## config.mk

```make
export PLATFORM = sky130hd
export DESIGN_NAME = dtmf_ctrl
export DESIGN_NICKNAME = d
export VERILOG_FILES = /design/src/rtl/dtmf_pkg.sv /design/src/rtl/dtmf_ctrl.sv
export SDC_FILE = /design/constraint.sdc
export NUM_CORES = 1
export LEC_CHECK = 0
export BUFFER_PORTS_ARGS = -buffer_cell sky130_fd_sc_hd__buf_2
export CAP_MARGIN = 15
export CORE_MARGIN = 1
export CORE_UTILIZATION = 37
export CTS_BUF_LIST = sky130_fd_sc_hd__clkbuf_4
export DETAILED_ROUTE_END_ITERATION = 16
export PLACE_DENSITY = 0.65
export SLEW_MARGIN = 10
export SYNTH_ARGS = -nofsm -noshare
export SYNTH_HDL_FRONTEND = slang
export SYNTH_SLANG_ARGS = --single-unit
```

## constraint.sdc

```tcl
create_clock -name clk -period 2.15 [get_ports clk]
set_input_delay 0 -clock clk [delete_from_list [all_inputs] [get_ports clk]]
set_output_delay 0 -clock clk [all_outputs]
set_load 0.03 [all_outputs]
```

## src/rtl/dtmf_pkg.sv

```systemverilog
// Shared types, codes and micro-op table for the DTMF Goertzel detector.
package dtmf_pkg;

  // Fixed field widths.
  localparam int SAMPLE_W    = 16;
  localparam int COEFF_W     = 16;
  localparam int CFG_INDEX_W = 3;
  localparam int COEFF_FRAC  = 14;
  localparam int MUL_W       = 33;
  localparam int PROD_W      = 2 * MUL_W;
  localparam int STEP_W      = 4;
  localparam logic [STEP_W-1:0] POW_LAST_STEP = 4'd15;

  // Multiplier operand A selects.
  localparam logic [2:0] A_COEFF = 3'd0;
  localparam logic [2:0] A_Q1L   = 3'd1;
  localparam logic [2:0] A_Q1H   = 3'd2;
  localparam logic [2:0] A_Q2L   = 3'd3;
  localparam logic [2:0] A_Q2H   = 3'd4;
  localparam logic [2:0] A_V0    = 3'd5;
  localparam logic [2:0] A_V1    = 3'd6;
  localparam logic [2:0] A_V2    = 3'd7;

  // Multiplier operand B selects.
  localparam logic [1:0] B_Q1L = 2'd0;
  localparam logic [1:0] B_Q1H = 2'd1;
  localparam logic [1:0] B_Q2L = 2'd2;
  localparam logic [1:0] B_Q2H = 2'd3;

  // Accumulator operations.
  localparam logic [1:0] ACC_NONE = 2'd0;
  localparam logic [1:0] ACC_LOAD = 2'd1;
  localparam logic [1:0] ACC_ADD  = 2'd2;
  localparam logic [1:0] ACC_SUB  = 2'd3;

  // Left shifts applied to a product before accumulation.
  localparam logic [2:0] SH_0  = 3'd0;
  localparam logic [2:0] SH_14 = 3'd1;
  localparam logic [2:0] SH_32 = 3'd2;
  localparam logic [2:0] SH_46 = 3'd3;
  localparam logic [2:0] SH_64 = 3'd4;
  localparam logic [2:0] SH_78 = 3'd5;
  localparam logic [2:0] SH_96 = 3'd6;

  // Operations done on the finished accumulator value.
  localparam logic [1:0] POST_NONE  = 2'd0;
  localparam logic [1:0] POST_RES   = 2'd1;
  localparam logic [1:0] POST_VSAVE = 2'd2;
  localparam logic [1:0] POST_PICK  = 2'd3;

  // Input and result words.
  typedef struct packed {
    logic signed [SAMPLE_W-1:0] sample;
    logic                       last_sample;
  } smp_t;

  typedef struct packed {
    logic [1:0] low_index;
    logic [1:0] high_index;
    logic       low_found;
    logic       high_found;
  } det_t;

  // One datapath micro-op.
  typedef struct packed {
    logic [2:0] a_sel;
    logic [1:0] b_sel;
    logic [1:0] acc_op;
    logic [2:0] shift_sel;
    logic       rnd;
    logic [1:0] post_op;
  } cmd_t;

  // Controller to datapath commands.
  typedef struct packed {
    cmd_t cmd;
    logic capture;
    logic load_result;
    logic clear_state;
  } ctl_t;

  localparam cmd_t CMD_IDLE = '{a_sel: A_COEFF, b_sel: B_Q1L, acc_op: ACC_NONE,
                                shift_sel: SH_0, rnd: 1'b0, post_op: POST_NONE};

  // Resonator update: coeff*q1 rounded, then the saturating tail.
  localparam cmd_t RES_HI_CMD = '{a_sel: A_COEFF, b_sel: B_Q1H, acc_op: ACC_LOAD,
                                  shift_sel: SH_32, rnd: 1'b0, post_op: POST_NONE};
  localparam cmd_t RES_LO_CMD = '{a_sel: A_COEFF, b_sel: B_Q1L, acc_op: ACC_ADD,
                                  shift_sel: SH_0, rnd: 1'b1, post_op: POST_RES};

  function automatic cmd_t mk_cmd(input logic [2:0] a, input logic [1:0] b,
                                  input logic [1:0] op, input logic [2:0] sh,
                                  input logic [1:0] post);
    cmd_t c;
    c.a_sel     = a;
    c.b_sel     = b;
    c.acc_op    = op;
    c.shift_sel = sh;
    c.rnd       = 1'b0;
    c.post_op   = post;
    return c;
  endfunction

  // Bin power 2^14*(q1^2+q2^2) - (c*q1)*q2 as sixteen limb products.
  function automatic cmd_t pow_cmd(input logic [STEP_W-1:0] step);
    cmd_t c;
    case (step)
      4'd0:    c = mk_cmd(A_COEFF, B_Q1H, ACC_LOAD, SH_32, POST_NONE);
      4'd1:    c = mk_cmd(A_COEFF, B_Q1L, ACC_ADD,  SH_0,  POST_VSAVE);
      4'd2:    c = mk_cmd(A_Q1L,   B_Q1L, ACC_LOAD, SH_14, POST_NONE);
      4'd3:    c = mk_cmd(A_Q1L,   B_Q1H, ACC_ADD,  SH_46, POST_NONE);
      4'd4:    c = mk_cmd(A_Q1H,   B_Q1L, ACC_ADD,  SH_46, POST_NONE);
      4'd5:    c = mk_cmd(A_Q1H,   B_Q1H, ACC_ADD,  SH_78, POST_NONE);
      4'd6:    c = mk_cmd(A_Q2L,   B_Q2L, ACC_ADD,  SH_14, POST_NONE);
      4'd7:    c = mk_cmd(A_Q2L,   B_Q2H, ACC_ADD,  SH_46, POST_NONE);
      4'd8:    c = mk_cmd(A_Q2H,   B_Q2L, ACC_ADD,  SH_46, POST_NONE);
      4'd9:    c = mk_cmd(A_Q2H,   B_Q2H, ACC_ADD,  SH_78, POST_NONE);
      4'd10:   c = mk_cmd(A_V0,    B_Q2L, ACC_SUB,  SH_0,  POST_NONE);
      4'd11:   c = mk_cmd(A_V0,    B_Q2H, ACC_SUB,  SH_32, POST_NONE);
      4'd12:   c = mk_cmd(A_V1,    B_Q2L, ACC_SUB,  SH_32, POST_NONE);
      4'd13:   c = mk_cmd(A_V1,    B_Q2H, ACC_SUB,  SH_64, POST_NONE);
      4'd14:   c = mk_cmd(A_V2,    B_Q2L, ACC_SUB,  SH_64, POST_NONE);
      4'd15:   c = mk_cmd(A_V2,    B_Q2H, ACC_SUB,  SH_96, POST_PICK);
      default: c = CMD_IDLE;
    endcase
    return c;
  endfunction

endpackage

```

## src/rtl/dtmf_ctrl.sv

```systemverilog
// Controller: sample handshake, block counting and micro-op sequencing.
module dtmf_ctrl import dtmf_pkg::*; #(
  parameter int TONES_PER_GROUP = 4,
  parameter int MAX_BLOCK       = 4096,
  localparam int BINS  = 2 * TONES_PER_GROUP,
  localparam int BIN_W = $clog2(BINS)
) (
  input  logic             clk,
  input  logic             rst,
  input  logic             smp_valid,
  output logic             smp_stall,
  input  logic             last_sample,
  output logic             det_valid,
  input  logic             det_stall,
  output ctl_t             ctl,
  output logic [BIN_W-1:0] bin
);

  localparam int CNT_W = $clog2(MAX_BLOCK);

  localparam logic [2:0] ST_IDLE     = 3'd0;
  localparam logic [2:0] ST_RES      = 3'd1;
  localparam logic [2:0] ST_RES_WAIT = 3'd2;
  localparam logic [2:0] ST_POW      = 3'd3;
  localparam logic [2:0] ST_POW_WAIT = 3'd4;
  localparam logic [2:0] ST_DONE     = 3'd5;

  // Cycles to let the datapath pipeline empty after the last micro-op.
  localparam logic [1:0] RES_DRAIN = 2'd2;
  localparam logic [1:0] POW_DRAIN = 2'd1;

  logic [2:0]        state;
  logic [BIN_W-1:0]  bin_cnt;
  logic [STEP_W-1:0] step;
  logic [1:0]        drain;
  logic [CNT_W-1:0]  blk_cnt;
  logic              blk_end;
  logic              accept;
  logic              ends_block;
  logic              last_bin;
  logic              det_free;

  always_comb begin
    smp_stall  = rst || (state != ST_IDLE);
    accept     = smp_valid && !smp_stall;
    ends_block = last_sample || (blk_cnt == CNT_W'(MAX_BLOCK - 1));
    last_bin   = bin_cnt == BIN_W'(BINS - 1);
    det_free   = !det_valid || !det_stall;
    bin        = bin_cnt;
  end

  // Commands to the datapath.
  always_comb begin
    ctl.capture     = accept;
    ctl.load_result = (state == ST_DONE) && det_free;
    ctl.clear_state = (state == ST_DONE) && det_free;
    case (state)
      ST_RES:  ctl.cmd = step[0] ? RES_LO_CMD : RES_HI_CMD;
      ST_POW:  ctl.cmd = pow_cmd(step);
      default: ctl.cmd = CMD_IDLE;
    endcase
  end

  // Result valid: set when a new word is loaded, cleared when the word is taken.
  always_ff @(posedge clk) begin
    if (rst) begin
      det_valid <= 1'b0;
    end else if ((state == ST_DONE) && det_free) begin
      det_valid <= 1'b1;
    end else if (det_valid && !det_stall) begin
      det_valid <= 1'b0;
    end
  end

  // Sequencer.
  always_ff @(posedge clk) begin
    if (rst) begin
      state     <= ST_IDLE;
      bin_cnt   <= '0;
      step      <= '0;
      drain     <= '0;
      blk_cnt   <= '0;
      blk_end   <= 1'b0;
    end else begin
      case (state)
        ST_IDLE: begin
          if (accept) begin
            blk_end <= ends_block;
            blk_cnt <= ends_block ? '0 : blk_cnt + CNT_W'(1);
            bin_cnt <= '0;
            step    <= '0;
            state   <= ST_RES;
          end
        end
        ST_RES: begin
          step <= {{(STEP_W-1){1'b0}}, ~step[0]};
          if (step[0]) begin
            if (last_bin) begin
              drain <= '0;
              state <= ST_RES_WAIT;
            end else begin
              bin_cnt <= bin_cnt + BIN_W'(1);
            end
          end
        end
        ST_RES_WAIT: begin
          if (drain == RES_DRAIN) begin
            bin_cnt <= '0;
            step    <= '0;
            state   <= blk_end ? ST_POW : ST_IDLE;
          end else begin
            drain <= drain + 2'd1;
          end
        end
        ST_POW: begin
          step <= step + STEP_W'(1);
          if (step == POW_LAST_STEP) begin
            if (last_bin) begin
              drain <= '0;
              state <= ST_POW_WAIT;
            end else begin
              bin_cnt <= bin_cnt + BIN_W'(1);
            end
          end
        end
        ST_POW_WAIT: begin
          if (drain == POW_DRAIN) begin
            state <= ST_DONE;
          end else begin
            drain <= drain + 2'd1;
          end
        end
        ST_DONE: begin
          if (det_free) begin
            state <= ST_IDLE;
          end
        end
        default: state <= ST_IDLE;
      endcase
    end
  end

endmodule

```

==> impl_results.md, run 1 <==
* Critical R2R Launch: state[1]
* M1 GR Usage at approximately a fifth
* Die X at 74.3 um
* Clock insertion delay at the later pin of the skew report at between 300 and 400 ps
* Diodes inserted at 0
* RSZ-0062 raised after global routing: no
* Via density at just under 5
* Io pins at 26
* Gr ovfl total at 0
* Status: completed
* NetSw at about 740 uW
* Post-synthesis net count at between 200 and 250
* Filler instances at 500
* Clock sinks at 38
* CP Launch Type: register
* Worst hold-check path type: in2reg
* TritonCTS Buffers at 5
* Post-Syn Area at between 0.0015 and 0.002 mm2
* Critical path startpoint: state[1]
* Ys async rst share at 0%
* Slowest cell delay on critical path at roughly 420 ps
* Share of the synthesized area in the top cell type at 39.4%
* Clock power share at between 10% and 20%
* Std cell rows at 25
* Crit path buffers/inverters at 1
* Crit path DAT at roughly 2300 ps
* Sequential power share at 42.3%
* Crit path max fanout at 8
* Initial antenna violation count at 0
* Post-route ant nets at 0
* R2R setup slack at ~110 ps
* Pint at between 1 and 1.5 mW
* Port bufs at 25
* Setup bufs post-CTS at 0
* Via count at ~1.6k
* Area leader, netlist: dfxtp_1
* Total GRT Usage at around 14%
* Final period util at 94.9%
* Crit path depth at 6
* Minimum clock period at approximately 2000 ps
* Maxcap violations at 0
* Core area at 0.00488 mm2
* CTS clk-pin slew, worst paths at ~120 ps
* Initial Utilization at roughly 40%
* Worst Max-Slew Pin Slew at between 400 and 500 ps
* Synthesis-to-layout area growth at 16.1%
* Leakage power at roughly 1 nW
* EDFF count, synth at 0
* DR WL/cell at between 10 and 15 um
* Post-Route WL at 3700 um
* Max_slew headroom at 71.0%
* Cell family with most CP delay: compound AO/OA/AOI/OAI gates
* Deepest clock path buffer count at 2
* Combinational share of power at roughly 40%
* Final Power at between 1.5 and 2 mW
* Largest cells by area after synthesis: dfxtp_1 39%, ha_1 5.2%, a21oi_1 4.7%, nor2_1 4.3%, nand2_1 3.7%
* DP Wirelength at about 2700 um
* Worst r2r path cells at 6
* First-pass DRT Iterations at 4
* Kind of critical path: reg2reg
* Worst EP required at 2380 ps
* Setup_tns at 0 ps
* Largest net degree at the start of global routing at 21
* Syn. warnings at 0
* Mean Syn Cell Area at 8.91 um2
* Cells after Synth at about 220
* Fin nets at about 270
* Final hold viol count at 0
* Crit path capture type: register
* Routability Congestion at 0.787
* Max Slew Vio Count at 0
* Most frequent cells in the layout: 38 x dfxtp_1, 25 x buf_2, 22 x nor2_1, 19 x nand2_1, 18 x a21oi_1
* Crit path cell chain: and3b_1 > a21oi_1 > a211oi_2 > inv_1 > ha_1 > mux2_4
* Commonest non-fill, non-tap cell in the layout: dfxtp_1
* Die Span Y at 74.3 um
* Power Dens Cells at between 800 and 900 mW/mm2
* DRC viols at 0
* Hold-critical path depth at 4
* Post-synthesis sequential area ratio at about two fifths
* Die area at around 0.0055 mm2
* 1st-iter DRT viols at 125
* Peak Freq at 0.490 GHz
* Distinct cell type count after synthesis at 52
* Proportion of layout cells with a drive suffix above 1 at 23.8%
* Met2 usage at ~23%
* Root buf cell: clkbuf_4
* Slowest cell on crit path: dfxtp_1
* Global-route wire length before repair at between 6000 and 7000 um
* CTS tree: yes
* Vias in the first global route at ~1.4k
* Final worst clock skew at about 16 ps
* Final setup fails at 0
* Main flop type after synthesis: dfxtp_1
* Switch share at 38.2%
* GRT busiest layer: met2
* Worst IR drop on VDD at around 0.36 mV
* Met3 GRT Util at around 3.7%
* Seq cells post-synth at 38
* H-Tree Depth at 2
worst min-delay path by stage:
stage / endpoint / start
2_1_floorplan: det_valid / det_stall
5_1_grt: blk_cnt[3] / smp_valid
3_3_place_gp: det_valid / det_stall
6_report: blk_cnt[3] / smp_valid
3_5_place_dp: det_valid / det_stall
4_1_cts: blk_end / smp_valid
worst min-delay path: stages:
cell     delay, ps
buf_2          130
nand3_1        110
xor2_1          70
nor2_1          70
synth_stat cells, types with 6 or more instances:
library cell,instances
nand3_1,7
a21o_1,6
dfxtp_1,38
nand2_1,19
nor2_1,22
a21oi_1,18
and3_1,6
inv_1,9
and2_1,8
nand4_1,6
ha_1,8
xor2_1,7
through the flow:
step / utilization [%] / std cells / hold slack, ps / worst slack, ps / cell area [um2]
after floorplan: - / 217 / 145 / 95.4 / 1930
after global placement: 44.5 / 310 / 274 / 200 / 2170
after detailed placement: 44.5 / 310 / 273 / 152 / 2170
after CTS: 45.9 / 319 / 71.2 / 123 / 2240
after global routing: 46.0 / 319 / 85.1 / 36.7 / 2240
final: 46.0 / 319 / 83.3 / 109 / 2240
power groups by stage:
stage               Combinational, mW  Clock [mW]  Sequential, mW
floorplan                       0.522           0           0.848
global placement                0.757           0           0.831
detailed placement              0.761           0           0.835
CTS                             0.769       0.356           0.819
global route                    0.849       0.382           0.829
finish                          0.774       0.341           0.819
logic make-up (layout without fill, tap and decap cells):
group / after synthesis / count (layout) / synth area share [%]
compound gates: 42 / 42 / 16.4
xor+xnor: 12 / 12 / 5.44
fa+ha+maj: 8 / 8 / 5.18
buf+inv: 22 / 57 / 5.44
flops: 38 / 38 / 39.4
mux: 3 / 3 / 1.81
simple gates: 92 / 92 / 26.3
timing repair:
action | 4_1_cts | 5_1_grt
hold buffers | 2 | 0
setup endpoints to repair | 0 | 2
hold endpoints to repair | 2 | 0
resized for setup | 0 | 1
per-layer routing:
layer / vias up / part of all wire [%]
met2: 42 / 46
met4: 0 / 1.1
met5: - / 0
met3: 5 / 5.1
met1: 709 / 48
li1: 817 / -
cell type report:
cell class	count	area (um2)	share of cell area (%)
inverter	11	43.8	1.95
multi-input combinational	157	1070	47.8
clock inverter	2	10.0	0.446
timing repair buffer	39	235	10.5
tap	67	83.8	3.73
sequential	38	761	33.9
clock buffer	5	37.5	1.67
Power figures use the tool's default switching activity.
==> run 2, diff against run 1 <==
- ABC_AREA: unset -> 1
- GPL_ROUTABILITY_DRIVEN: unset -> 0
==> impl_results.md, run 2 <==
* Status: completed
* Deepest clock path buffer count at 2
* Fin nets at around 330
* Total GRT Usage at about 16%
* Crit path max fanout at 10
* Post-Synth Simple-Gate Area at roughly a third
* Final setup fails at 0
* DR WL/cell at approximately 11 um
* Initial Utilization at between 30% and 40%
* Final hold viol count at 0
* R2R setup slack at ~280 ps
* Post-Layout Cell Count at 387
* Setup_tns at 0 ps
* Post-CTS Resized at 0
* Syn. warnings at 0
* Setup bufs post-CTS at 0
* Most common library cells after synthesis: 64 x nand2_1, 38 x dfxtp_1, 38 x inv_1
* Design area at 0.00230 mm2
* Global-route wire length before repair at about 7300 um
* DRC viols at 0
* Core area at between 0.005 and 0.006 mm2
* Kind of critical path: reg2reg
* Most frequent cells in the layout: 64 x nand2_1, 38 x inv_1, 38 x dfxtp_1, 30 x nor2_1, 25 x buf_2
* Power Dens Cells at between 1000 and 1500 mW/mm2
* Worst hold-check path type: in2reg
* Root buf cell: clkbuf_4
* Utilization after layout at 44.2%
* Commonest non-fill, non-tap cell in the layout: nand2_1
* Io pins at 26
* Worst EP required at 2420 ps
* TritonCTS Buffers at 5
* Sequential cell area at 761 um2
* Vias in the first global route at 1659
* Std cell rows at 26
* Diodes inserted at 0
* Cells after Synth at ~290
* Die X at 76.2 um
* CP Launch Type: register
* Worst Max-Slew Pin Slew at about 630 ps
* Via count at between 1.5k and 2k
* Post-synthesis sequential area ratio at 37.4%
* Main flop type after synthesis: dfxtp_1
* Leakage power at ~1.1 nW
* Critical path startpoint: state[0]
* Placed Area at approximately 0.0022 mm2
* EDFF count, synth at 0
* Maxcap violations at 0
* Critical R2R Launch: state[0]
* XOR/XNOR Fraction of Synth Area at 1.29%
* Synthesis-to-layout area growth at 13.0%
* Cts hold-fix bufs at 1
* Synth Area in Compound Gates at ~11%
* Post-Syn Area at slightly above 0.002 mm2
* Clock sinks at 38
* Crit path capture type: register
* Via density at around 4.8
* Main combinational cell family by area after synthesis: simple AND/OR/NAND/NOR gates
* Top-count cell post-synth: nand2_1
* Die area at 0.00580 mm2
* Final Power at between 2 and 2.5 mW
* Crit path DAT at roughly 2100 ps
* Gr ovfl total at 0
* Peak Freq at around 0.53 GHz
* Post-Route WL at between 4000 and 5000 um
* CTS tree: yes
* Worst r2r path cells at 8
* Port bufs at 25
* DP Wirelength at about 3000 um
* Max Slew Vio Count at 0
* Ys async rst share at 0%
* CTS clk-pin slew, worst paths at between 100 and 150 ps
* Placed insts at between 300 and 400
* Final period util at roughly 87%
* Post-synthesis net count at around 300
* Filler instances at 564
* RSZ-0062 raised after global routing: no
* Share of the synthesized area in the top cell type at between 30 and 40%
* Proportion of layout cells with a drive suffix above 1 at a little under a fifth
* Seq cells post-synth at 38
* Max_slew headroom at 57.5%
* Post-route ant nets at 0
* Area occupied by multi-input gates at approximately 0.0011 mm2
* Distinct cell type count after synthesis at 30
* 1st-iter DRT viols at 60
* Minimum clock period at ~1900 ps
* Mux cell area share after synthesis at 0%
* Final worst clock skew at 15.3 ps
* Largest net degree at the start of global routing at 16
* Clock insertion delay at the later pin of the skew report at ~360 ps
* Die Span Y at 76.2 um
* Largest cells by area after synthesis: dfxtp_1 37%, nand2_1 12%, inv_1 7.0%, nor2_1 5.5%, a21oi_1 5.4%
* Mean Syn Cell Area at ~7.0 um2
* Initial antenna violation count at 0
* Area leader, netlist: dfxtp_1
* First-pass DRT Iterations at 4
* Synth Area in Adders at roughly 4.9%
* Worst IR drop on VDD at ~0.72 mV
* H-Tree Depth at 2
run 2: cell types whose count changed in the layout (fill, tap and decap cells not counted), moves of 7 or more:
| cell | before | now |
|---|---|---|
| nand2_1 | 19 | 64 |
| inv_1 | 9 | 38 |
| nand3_1 | 7 | 20 |
| buf_4 | 12 | 1 |
| nor3_1 | 2 | 11 |
| and2_1 | 8 | 0 |
| nor2_1 | 22 | 30 |
| o21ai_0 | 4 | 12 |
| nand2_2 | 0 | 7 |
run 2: where the power goes:
| part | internal (mW) | switching (mW) | leakage [nW] | total, mW |
|---|---|---|---|---|
| clock | 0.244 | 0.260 | 0.0374 | 0.504 |
| combinational | 0.326 | 0.685 | 0.730 | 1.01 |
| sequential | 0.827 | 0.102 | 0.309 | 0.928 |
| total | 1.40 | 1.05 | 1.08 | 2.44 |
run 2: worst min-delay path by stage:
stage                   start        end  slack [ps]  cells past startpoint
floorplan                 rst   register          80                      1
global placement    det_stall  det_valid         300                      3
detailed placement  det_stall  det_valid         300                      3
CTS                       rst   drain[1]          20                      2
global route              rst   state[2]          30                      2
finish                    rst   state[2]          30                      2
run 2: critical path: stages (launching register included):
cell and delay [ps]:
dfxtp_1 610, nand3_4 220, inv_4 140, nand2_1 70
nand3_1 80, nand3_1 160, ha_1 350, nand3_1 90
nand2_1 50
run 2: cells by family after synthesis:
kind of cell / after synthesis
xor gates and xnor gates: 3
and+or+nand+nor: 151
DFF: 38
AOI/OAI and AO/OA: 40
buffers and inverters: 49
adders and majority gates: 8
run 2: per-layer routing:
layer	track usage, %	routed length, um
met2	25.5	1870
met1	19.1	1990
met5	0	0
met3	3.71	141
met4	7.88	81
run 2: final cells by class:
| cell class | instances | area share (%) |
|---|---|---|
| clock buffers | 5 | 1.63 |
| clock inverters | 3 | 1.96 |
| inverters | 42 | 6.96 |
| multi-input cells | 202 | 46.4 |
| flip-flops and latches | 38 | 33.1 |
| well taps | 70 | 3.81 |
| repair buffers | 27 | 6.20 |
run 2: metrics by stage:
| stage | hold slack (ps) | setup slack [ps] |
|---|---|---|
| 2_1_floorplan | 76.1 | 546 |
| 3_3_place_gp | 299 | 371 |
| 3_5_place_dp | 304 | 295 |
| 4_1_cts | 20.0 | 277 |
| 5_1_grt | 32.6 | 114 |
| 6_report | 29.5 | 281 |
